===== src/hw/rtl/scd_pkg.sv =====
// Shared types and constants for the stick radial clamp and deadzone block.
package scd_pkg;

  localparam int unsigned SqrtSteps = 16;
  localparam int unsigned DivSteps = 15;
  localparam logic [14:0] DeadZoneReset = 15'd2048;
  localparam logic [15:0] UnitR2 = 16'd16129;
  localparam logic [15:0] UnitDen = 16'd32512;
  localparam logic [14:0] FullScale = 15'd32767;

  typedef struct packed {
    logic vld;
    logic [19:0] rem;
    logic [15:0] root;
    logic [31:0] rad;
    logic [7:0] xi;
    logic [7:0] yi;
    logic in_circle;
  } sq_t;

  typedef struct packed {
    logic vld;
    logic [15:0] rem;
    logic [14:0] quo;
    logic [14:0] num;
    logic [15:0] den;
    logic neg;
  } dv_t;

endpackage


===== src/hw/rtl/scd_sqrt_cell.sv =====
// One restoring square root cell that resolves one root bit per stage.
module scd_sqrt_cell (
  input  logic         clk,
  input  logic         rst_n,
  input  logic         en,
  input  scd_pkg::sq_t d_in,
  output scd_pkg::sq_t d_out
);
  import scd_pkg::*;

  sq_t d_r;
  sq_t d_nxt;
  logic [19:0] rs;
  logic [19:0] trial;
  logic ge;

  always_comb begin
    rs = {d_in.rem[17:0], d_in.rad[31:30]};
    trial = {2'b00, d_in.root, 2'b01};
    ge = (rs >= trial);
    d_nxt = d_in;
    d_nxt.rem = ge ? (rs - trial) : rs;
    d_nxt.root = {d_in.root[14:0], ge};
    d_nxt.rad = {d_in.rad[29:0], 2'b00};
  end

  always_ff @(posedge clk) begin
    if (!rst_n) begin
      d_r.vld <= 1'b0;
    end else if (en) begin
      d_r.vld <= d_nxt.vld;
    end
    if (en) begin
      d_r.rem <= d_nxt.rem;
      d_r.root <= d_nxt.root;
      d_r.rad <= d_nxt.rad;
      d_r.xi <= d_nxt.xi;
      d_r.yi <= d_nxt.yi;
      d_r.in_circle <= d_nxt.in_circle;
    end
  end

  assign d_out = d_r;

endmodule


===== src/hw/rtl/scd_div_cell.sv =====
// One restoring division cell that resolves one quotient bit per stage.
module scd_div_cell (
  input  logic         clk,
  input  logic         rst_n,
  input  logic         en,
  input  scd_pkg::dv_t d_in,
  output scd_pkg::dv_t d_out
);
  import scd_pkg::*;

  dv_t d_r;
  dv_t d_nxt;
  logic [16:0] rs;
  logic ge;

  always_comb begin
    rs = {d_in.rem, d_in.num[14]};
    ge = (rs >= {1'b0, d_in.den});
    d_nxt = d_in;
    d_nxt.rem = ge ? 16'(rs - {1'b0, d_in.den}) : rs[15:0];
    d_nxt.quo = {d_in.quo[13:0], ge};
    d_nxt.num = {d_in.num[13:0], 1'b0};
  end

  always_ff @(posedge clk) begin
    if (!rst_n) begin
      d_r.vld <= 1'b0;
    end else if (en) begin
      d_r.vld <= d_nxt.vld;
    end
    if (en) begin
      d_r.rem <= d_nxt.rem;
      d_r.quo <= d_nxt.quo;
      d_r.num <= d_nxt.num;
      d_r.den <= d_nxt.den;
      d_r.neg <= d_nxt.neg;
    end
  end

  assign d_out = d_r;

endmodule


===== src/hw/rtl/stick_radial_clamp_deadzone.sv =====
// Top level of the stick radial clamp and square deadzone block.
// Each accepted input transaction passes through an input register, a single chain
// of 16 square root cells, a divider input register, 15 divider cells per axis and
// the output register, at one transaction per cycle; the whole chain stalls only
// while the output register holds a result that is not taken. Reset is synchronous
// and active low; it empties the chain and sets dead_zone to 2048.
module stick_radial_clamp_deadzone (
  input  logic        clk,
  input  logic        rst_n,
  input  logic        in_valid,
  output logic        in_ready,
  input  logic [7:0]  in_raw_x,
  input  logic [7:0]  in_raw_y,
  output logic        out_valid,
  input  logic        out_ready,
  output logic signed [15:0] out_axis_x,
  output logic signed [15:0] out_axis_y,
  input  logic        cfg_valid,
  output logic        cfg_ready,
  input  logic [14:0] cfg_dead_zone
);
  import scd_pkg::*;

  logic adv;
  logic [14:0] dead_zone_r;
  sq_t sq [0:SqrtSteps];
  sq_t sq0_nxt;
  sq_t sq0_r;
  logic [7:0] xi;
  logic [7:0] yi;
  logic [15:0] r2;
  dv_t dx [0:DivSteps];
  dv_t dy [0:DivSteps];
  dv_t dx0_r;
  dv_t dy0_r;
  dv_t dx0_nxt;
  dv_t dy0_nxt;
  logic [7:0] mag_x;
  logic [7:0] mag_y;
  logic [29:0] num_x;
  logic [29:0] num_y;
  logic [15:0] den;
  logic out_valid_r;
  logic [15:0] axis_x_r;
  logic [15:0] axis_y_r;
  logic [15:0] axis_x_nxt;
  logic [15:0] axis_y_nxt;
  logic [14:0] qx;
  logic [14:0] qy;

  assign adv = !out_valid_r || out_ready;
  assign in_ready = adv;
  assign cfg_ready = 1'b1;

  always_ff @(posedge clk) begin
    if (!rst_n) begin
      dead_zone_r <= DeadZoneReset;
    end else if (cfg_valid) begin
      dead_zone_r <= cfg_dead_zone;
    end
  end

  always_comb begin
    xi = {~in_raw_x[7], in_raw_x[6:0]};
    yi = {in_raw_y[7], ~in_raw_y[6:0]};
    r2 = 16'(16'($signed(xi)) * 16'($signed(xi))) + 16'(16'($signed(yi)) * 16'($signed(yi)));
    sq0_nxt.vld = in_valid;
    sq0_nxt.rem = 20'd0;
    sq0_nxt.root = 16'd0;
    sq0_nxt.rad = {r2, 16'd0};
    sq0_nxt.xi = xi;
    sq0_nxt.yi = yi;
    sq0_nxt.in_circle = (r2 <= UnitR2);
  end

  always_ff @(posedge clk) begin
    if (!rst_n) begin
      sq0_r.vld <= 1'b0;
    end else if (adv) begin
      sq0_r.vld <= sq0_nxt.vld;
    end
    if (adv) begin
      sq0_r.rem <= sq0_nxt.rem;
      sq0_r.root <= sq0_nxt.root;
      sq0_r.rad <= sq0_nxt.rad;
      sq0_r.xi <= sq0_nxt.xi;
      sq0_r.yi <= sq0_nxt.yi;
      sq0_r.in_circle <= sq0_nxt.in_circle;
    end
  end

  assign sq[0] = sq0_r;

  for (genvar i = 0; i < SqrtSteps; i++) begin : g_sqrt
    scd_sqrt_cell u_cell (
      .clk   (clk),
      .rst_n (rst_n),
      .en    (adv),
      .d_in  (sq[i]),
      .d_out (sq[i+1])
    );
  end

  always_comb begin
    mag_x = sq[SqrtSteps].xi[7] ? 8'(-sq[SqrtSteps].xi) : sq[SqrtSteps].xi;
    mag_y = sq[SqrtSteps].yi[7] ? 8'(-sq[SqrtSteps].yi) : sq[SqrtSteps].yi;
    num_x = {22'(FullScale) * 22'(mag_x), 8'd0};
    num_y = {22'(FullScale) * 22'(mag_y), 8'd0};
    den = sq[SqrtSteps].in_circle ? UnitDen : sq[SqrtSteps].root;
    dx0_nxt.vld = sq[SqrtSteps].vld;
    dx0_nxt.rem = {1'b0, num_x[29:15]};
    dx0_nxt.quo = 15'd0;
    dx0_nxt.num = num_x[14:0];
    dx0_nxt.den = den;
    dx0_nxt.neg = sq[SqrtSteps].xi[7];
    dy0_nxt.vld = sq[SqrtSteps].vld;
    dy0_nxt.rem = {1'b0, num_y[29:15]};
    dy0_nxt.quo = 15'd0;
    dy0_nxt.num = num_y[14:0];
    dy0_nxt.den = den;
    dy0_nxt.neg = sq[SqrtSteps].yi[7];
  end

  always_ff @(posedge clk) begin
    if (!rst_n) begin
      dx0_r.vld <= 1'b0;
      dy0_r.vld <= 1'b0;
    end else if (adv) begin
      dx0_r.vld <= dx0_nxt.vld;
      dy0_r.vld <= dy0_nxt.vld;
    end
    if (adv) begin
      dx0_r.rem <= dx0_nxt.rem;
      dx0_r.quo <= dx0_nxt.quo;
      dx0_r.num <= dx0_nxt.num;
      dx0_r.den <= dx0_nxt.den;
      dx0_r.neg <= dx0_nxt.neg;
      dy0_r.rem <= dy0_nxt.rem;
      dy0_r.quo <= dy0_nxt.quo;
      dy0_r.num <= dy0_nxt.num;
      dy0_r.den <= dy0_nxt.den;
      dy0_r.neg <= dy0_nxt.neg;
    end
  end

  assign dx[0] = dx0_r;
  assign dy[0] = dy0_r;

  for (genvar i = 0; i < DivSteps; i++) begin : g_div
    scd_div_cell u_cell_x (
      .clk   (clk),
      .rst_n (rst_n),
      .en    (adv),
      .d_in  (dx[i]),
      .d_out (dx[i+1])
    );
    scd_div_cell u_cell_y (
      .clk   (clk),
      .rst_n (rst_n),
      .en    (adv),
      .d_in  (dy[i]),
      .d_out (dy[i+1])
    );
  end

  always_comb begin
    qx = dx[DivSteps].quo;
    qy = dy[DivSteps].quo;
    if ((qx < dead_zone_r) && (qy < dead_zone_r)) begin
      axis_x_nxt = 16'd0;
      axis_y_nxt = 16'd0;
    end else begin
      axis_x_nxt = dx[DivSteps].neg ? 16'(-{1'b0, qx}) : {1'b0, qx};
      axis_y_nxt = dy[DivSteps].neg ? 16'(-{1'b0, qy}) : {1'b0, qy};
    end
  end

  always_ff @(posedge clk) begin
    if (!rst_n) begin
      out_valid_r <= 1'b0;
    end else if (adv) begin
      out_valid_r <= dx[DivSteps].vld;
    end
    if (adv) begin
      axis_x_r <= axis_x_nxt;
      axis_y_r <= axis_y_nxt;
    end
  end

  assign out_valid = out_valid_r;
  assign out_axis_x = axis_x_r;
  assign out_axis_y = axis_y_r;

  a_lanes_agree: assert property (@(posedge clk) disable iff (!rst_n)
    dx[DivSteps].vld == dy[DivSteps].vld)
    else $error("divider lanes out of step");

  a_no_min_x: assert property (@(posedge clk) disable iff (!rst_n)
    out_valid_r |-> axis_x_r != 16'h8000)
    else $error("axis_x out of range");

  a_no_min_y: assert property (@(posedge clk) disable iff (!rst_n)
    out_valid_r |-> axis_y_r != 16'h8000)
    else $error("axis_y out of range");

  a_enter: assert property (@(posedge clk) disable iff (!rst_n)
    (in_valid && in_ready) |=> sq0_r.vld)
    else $error("accepted transaction not captured");

endmodule


===== config.mk =====
export PLATFORM = sky130hd
export DESIGN_NAME = stick_radial_clamp_deadzone
export DESIGN_NICKNAME = d
export VERILOG_FILES = /design/src/hw/rtl/scd_pkg.sv /design/src/hw/rtl/scd_sqrt_cell.sv /design/src/hw/rtl/scd_div_cell.sv /design/src/hw/rtl/stick_radial_clamp_deadzone.sv
export SDC_FILE = /design/constraint.sdc
export NUM_CORES = 2
export LEC_CHECK = 0
export ABC_AREA = 1
export BUFFER_PORTS_ARGS = -buffer_cell sky130_fd_sc_hd__buf_2
export CAP_MARGIN = 20
export CORE_AREA = 2 2 407 409
export DETAILED_ROUTE_END_ITERATION = 10
export DIE_AREA = 0 0 409 411
export GPL_TIMING_DRIVEN = 1
export MAX_ROUTING_LAYER = met4
export PLACE_DENSITY = 0.81
export SLEW_MARGIN = 10
export SYNTH_ARGS = -nofsm -noshare
export SYNTH_HDL_FRONTEND = slang
export SYNTH_SLANG_ARGS = --single-unit

===== constraint.sdc =====
create_clock -name clk -period 92 [get_ports clk]
set_clock_uncertainty 0.1 [all_clocks]
set_input_delay 18.4 -clock clk [delete_from_list [all_inputs] [get_ports clk]]
set_output_delay 18.4 -clock clk [all_outputs]
set_load 0.03 [all_outputs]

==> report_table.html <==
<table>
<tr><th>Metric</th><th>Value</th></tr>
<tr><th colspan="2">Cells and area</th></tr>
<tr><td>Net count of the finished layout</td><td>11516</td></tr>
<tr><td>Combined area of the multi-input logic cells</td><td>43900 um^2</td></tr>
<tr><td>Area delta synth-&gt;final</td><td>8.48%</td></tr>
<tr><td>Sequential cell area</td><td>55600 um^2</td></tr>
<tr><td>Fraction of layout cells with a size suffix above 1</td><td>6.05%</td></tr>
<tr><td>Filler Cell Count</td><td>11883</td></tr>
<tr><th colspan="2">Setup path</th></tr>
<tr><td>Crit path kind</td><td>input pin to output pin</td></tr>
<tr><td>R2r startpoint</td><td>g_sqrt[15].u_cell.d_out[9]</td></tr>
<tr><td>Number of buffers and inverters on the critical path</td><td>4</td></tr>
<tr><td>Startpoint Class</td><td>input pin</td></tr>
<tr><td>Top cell by count, worst path</td><td>sky130_fd_sc_hd__buf_2</td></tr>
<tr><td>CP Data Arrival Time</td><td>19.60 ns</td></tr>
<tr><td>Slowest cell on crit path</td><td>sky130_fd_sc_hd__buf_2</td></tr>
<tr><td>Delay contributed by the slowest stage of the critical path</td><td>0.37 ns</td></tr>
<tr><td>WP data required</td><td>73.50 ns</td></tr>
<tr><td>R2R depth</td><td>21</td></tr>
<tr><td>Delay-heaviest family, CP</td><td>buffers and inverters</td></tr>
<tr><td>Flop-to-flop setup slack</td><td>85.13 ns</td></tr>
<tr><td>Type of destination of the critical path</td><td>output pin</td></tr>
<tr><td>Worst-path fanout max</td><td>55</td></tr>
<tr><td>Worst-path cell chain</td><td>buf_2 &gt; nor2_2 &gt; buf_4 &gt; inv_8 &gt; buf_2</td></tr>
<tr><td>End of the worst register-to-register path</td><td>dx[1020]</td></tr>
<tr><th colspan="2">Timing</th></tr>
<tr><td>Max frequency</td><td>26.2 MHz</td></tr>
<tr><td>Crit path time final</td><td>38.10 ns</td></tr>
<tr><td>Max Transition Viols Final</td><td>0</td></tr>
<tr><td>Part of the cycle the worst path needs</td><td>41.4%</td></tr>
<tr><td>Total of endpoints with negative setup slack in the final report</td><td>0</td></tr>
<tr><td>Final Hold Violating Endpoints</td><td>0</td></tr>
<tr><td>Setup TNS Final</td><td>0 ns</td></tr>
<tr><td>Normalized max-slew margin</td><td>25.2%</td></tr>
<tr><td>RSZ-0062 raised after global routing</td><td>no</td></tr>
<tr><td>Worst Max-Slew Pin Slew</td><td>1.12 ns</td></tr>
<tr><th colspan="2">Drt</th></tr>
<tr><td>First DRT Iteration DRCs</td><td>7726</td></tr>
<tr><td>Length of routed met2 wiring</td><td>125 mm</td></tr>
<tr><td>Vias per inst</td><td>5.79</td></tr>
<tr><td>Post-detailed-route wirelength per cell</td><td>20.4 um</td></tr>
<tr><td>Wire length the detailed router placed on met1</td><td>112 mm</td></tr>
<tr><td>DRC violation count after routing</td><td>0</td></tr>
<tr><td>Number of vias after detailed routing</td><td>74386</td></tr>
<tr><td>Total Wirelength</td><td>262 mm</td></tr>
<tr><td>Highest layer used for signal routing</td><td>met4</td></tr>
<tr><td>DRT antenna net count</td><td>0</td></tr>
<tr><td>Detailed-routed wire length on met3</td><td>17.7 mm</td></tr>
<tr><td>First drt pass iteration count</td><td>7</td></tr>
<tr><th colspan="2">Global routing</th></tr>
<tr><td>Number of global-route vias before repair</td><td>71792</td></tr>
<tr><td>Tot GR Track Use</td><td>32.0%</td></tr>
<tr><td>Largest net degree at the start of global routing</td><td>192</td></tr>
<tr><td>Total global routing overflow</td><td>0</td></tr>
<tr><td>Number of antenna violations at the first check in global routing</td><td>7</td></tr>
<tr><td>First-pass GRT wire length</td><td>404 mm</td></tr>
<tr><th colspan="2">Worst hold path</th></tr>
<tr><td>Hold Crit Endpoint</td><td>g_sqrt[2].u_cell.d_out[15]</td></tr>
<tr><td>Type of the worst min-delay path</td><td>flip-flop to flip-flop</td></tr>
<tr><td>Number of stages on the worst hold path</td><td>0</td></tr>
<tr><td>Min-Delay Startpoint</td><td>g_sqrt[1].u_cell.d_out[15]</td></tr>
<tr><th colspan="2">Synthesis</th></tr>
<tr><td>Post-Synth Simple-Gate Area</td><td>14.8%</td></tr>
<tr><td>Multiplexer area fraction after synthesis</td><td>0.0189%</td></tr>
<tr><td>Fraction of the yosys area taken by sequential cells</td><td>52.5%</td></tr>
<tr><td>Netlist cell types</td><td>72</td></tr>
<tr><td>Most instantiated flip-flop cell in the synthesis netlist</td><td>sky130_fd_sc_hd__edfxtp_1</td></tr>
<tr><td>Largest family of logic cells by synthesized area</td><td>simple AND/OR/NAND/NOR gates</td></tr>
<tr><td>Share of synthesized registers carrying an async set or reset</td><td>0%</td></tr>
<tr><td>Adder-cell area share of the yosys netlist</td><td>13.0%</td></tr>
<tr><td>Number of flip-flops and latches in the synthesized netlist</td><td>1867</td></tr>
<tr><td>Cell count after synthesis</td><td>10341</td></tr>
<tr><td>Compound-gate portion of the synthesized area</td><td>9.02%</td></tr>
<tr><td>Net Count, Synth</td><td>11357</td></tr>
<tr><td>Total standard cell area after synthesis</td><td>106000 um^2</td></tr>
<tr><td>Share of the synthesized netlist area taken by xor and xnor gates</td><td>4.55%</td></tr>
<tr><td>Yosys warning total</td><td>0</td></tr>
<tr><td>EDFF count, synth</td><td>1818</td></tr>
<tr><td>Synthesized area per cell</td><td>10.2 um^2</td></tr>
<tr><th colspan="2">Clocking</th></tr>
<tr><td># resized after CTS</td><td>0</td></tr>
<tr><td>TritonCTS Buffers</td><td>188</td></tr>
<tr><td>Max clock buf depth</td><td>3</td></tr>
<tr><td>Post-CTS Hold Fix Bufs</td><td>0</td></tr>
<tr><td>CTS tree</td><td>done</td></tr>
<tr><td>Clock transition at path regs</td><td>0.06 ns</td></tr>
<tr><td>Source-to-sink clock delay at the later pin of the worst-skew pair</td><td>0.87 ns</td></tr>
<tr><td>Sinks on Clock Net</td><td>1867</td></tr>
<tr><td>CTS HTree Levels</td><td>4</td></tr>
<tr><td>Clock root buffer</td><td>sky130_fd_sc_hd__clkbuf_16</td></tr>
<tr><td>Number of buffers added for setup after CTS</td><td>0</td></tr>
<tr><th colspan="2">Floorplan</th></tr>
<tr><td>Total number of placement rows</td><td>149</td></tr>
<tr><td>I/O pin cnt</td><td>71</td></tr>
<tr><td>Initial Util</td><td>64.6%</td></tr>
<tr><td>Die Footprint</td><td>168000 um^2</td></tr>
<tr><td>Area of the core</td><td>164000 um^2</td></tr>
<tr><td>Chip Height</td><td>411 um</td></tr>
<tr><td>Chip width</td><td>409 um</td></tr>
<tr><th colspan="2">Run status</th></tr>
<tr><td>Status</td><td>finished clean</td></tr>
<tr><th colspan="2">Placed design</th></tr>
<tr><td>Weighted congestion at the end of routability-driven global placement</td><td>0.989</td></tr>
<tr><td>Number of buffers inserted by port buffering</td><td>69</td></tr>
<tr><td>Detailed placement HPWL</td><td>197 mm</td></tr>
<tr><th colspan="2">Run</th></tr>
<tr><td>Max Cap Viol</td><td>0</td></tr>
</table>
## per-stage QoR
step	worst slack (ns)	area, um^2	instances	hold slack (ns)	utilization (%)
4_1_cts	53.90	115000	12844	0.288	70.0
3_3_place_gp	53.92	108000	12495	0.300	66.1
2_1_floorplan	5.62	106000	10341	0.300	-
6_report	53.90	115000	12851	0.290	70.1
5_1_grt	53.87	115000	12848	0.305	70.0
3_5_place_dp	53.91	108000	12497	0.305	66.1
## worst max-delay path by stage
stage	start	endpoint	slack, ns	cells after the start
2_1_floorplan	out_ready	in_ready	5.62	3
3_3_place_gp	out_ready	in_ready	53.92	5
5_1_grt	out_ready	in_ready	53.87	5
3_5_place_dp	out_ready	in_ready	53.91	5
6_report	out_ready	in_ready	53.90	5
4_1_cts	out_ready	in_ready	53.90	5
## synthesized netlist by cell type, types with 12 or more instances
cell type / n / area share (%)
sky130_fd_sc_hd__clkbuf_1: 35 / 0.12
sky130_fd_sc_hd__nand2_4: 15 / 0.16
sky130_fd_sc_hd__o21ai_0: 343 / 1.6
sky130_fd_sc_hd__o21ai_2: 16 / 0.13
sky130_fd_sc_hd__inv_1: 1418 / 5.0
sky130_fd_sc_hd__nand4_1: 99 / 0.59
sky130_fd_sc_hd__and2_1: 14 / 0.083
sky130_fd_sc_hd__a21oi_2: 50 / 0.41
sky130_fd_sc_hd__o211ai_1: 38 / 0.27
sky130_fd_sc_hd__nand3_1: 430 / 2.0
sky130_fd_sc_hd__fa_1: 205 / 3.9
sky130_fd_sc_hd__buf_6: 37 / 0.39
sky130_fd_sc_hd__inv_2: 21 / 0.074
sky130_fd_sc_hd__nand3b_1: 41 / 0.29
sky130_fd_sc_hd__a21oi_1: 881 / 4.2
sky130_fd_sc_hd__nor4_1: 31 / 0.18
sky130_fd_sc_hd__xor2_1: 270 / 2.2
sky130_fd_sc_hd__nor2_1: 1021 / 3.6
sky130_fd_sc_hd__buf_2: 29 / 0.14
sky130_fd_sc_hd__nor3_1: 113 / 0.53
sky130_fd_sc_hd__o31ai_1: 12 / 0.085
sky130_fd_sc_hd__a21boi_0: 46 / 0.33
sky130_fd_sc_hd__a31oi_1: 41 / 0.24
sky130_fd_sc_hd__ha_1: 775 / 9.2
sky130_fd_sc_hd__xnor2_1: 280 / 2.3
sky130_fd_sc_hd__o21a_1: 15 / 0.11
sky130_fd_sc_hd__o21ai_1: 60 / 0.28
sky130_fd_sc_hd__or2_2: 42 / 0.25
sky130_fd_sc_hd__nand2_1: 1795 / 6.4
sky130_fd_sc_hd__o21bai_1: 44 / 0.31
sky130_fd_sc_hd__nand2_2: 36 / 0.21
sky130_fd_sc_hd__buf_4: 28 / 0.20
sky130_fd_sc_hd__dfxtp_1: 49 / 0.93
sky130_fd_sc_hd__a21o_1: 84 / 0.60
sky130_fd_sc_hd__edfxtp_1: 1818 / 52
## cells by family (layout without fill, tap and decap cells)
group | Yosys count | in the layout
and+or+nand+nor | 3688 | 3688
DFF | 1867 | 1867
AOI/OAI and AO/OA | 1675 | 1675
buffers and inverters | 1577 | 1893
adders and majority gates | 980 | 980
xor gates and xnor gates | 550 | 550
other | 2 | 7
muxes | 2 | 2
## metal layers
layer | vias to the layer above | track usage [%]
li1 | 35555 | -
met1 | 35658 | 43.4
met2 | 2731 | 51.5
met3 | 442 | 3.77
met4 | 0 | 8.64
met5 | - | -
## flip-flops by register name, indices dropped and copies added, names as in the netlist
signal and cells:
g_div.u_cell_y.d_out 508, dx 24, dy 39, g_sqrt.u_cell.d_out 723, out_valid 1, dead_zone_r 15
sq 34, out_axis_y 16, out_axis_x 16, g_div.u_cell_x.d_out 491
## final cells by class
class / count / share of cell area [%]
inverters: 1447 / 4.75
repair buffers: 99 / 0.566
clock inverters: 118 / 1.34
well taps: 2189 / 2.39
flip-flops and latches: 1867 / 48.4
diodes: 5 / 0.0109
multi-input cells: 6897 / 38.2
clock buffers: 229 / 4.31
## cell usage in the layout (no fill, tap or decap), types with 69 or more instances in the layout
cell / netlist / routed
sky130_fd_sc_hd__buf_2: 29 / 69
sky130_fd_sc_hd__xor2_1: 270 / 270
sky130_fd_sc_hd__a21o_1: 84 / 84
sky130_fd_sc_hd__nand2_1: 1795 / 1795
sky130_fd_sc_hd__fa_1: 205 / 205
sky130_fd_sc_hd__edfxtp_1: 1818 / 1818
sky130_fd_sc_hd__a21oi_1: 881 / 881
sky130_fd_sc_hd__nand3_1: 430 / 430
sky130_fd_sc_hd__nor3_1: 113 / 113
sky130_fd_sc_hd__o21ai_0: 343 / 343
sky130_fd_sc_hd__xnor2_1: 280 / 280
sky130_fd_sc_hd__ha_1: 775 / 775
sky130_fd_sc_hd__clkbuf_16: 0 / 188
sky130_fd_sc_hd__inv_1: 1418 / 1418
sky130_fd_sc_hd__nand4_1: 99 / 99
sky130_fd_sc_hd__nor2_1: 1021 / 1019
Power is left out: the tool's default activity adds up to more than one toggle a clock period on the data nets, which glitch-free logic cannot reach.
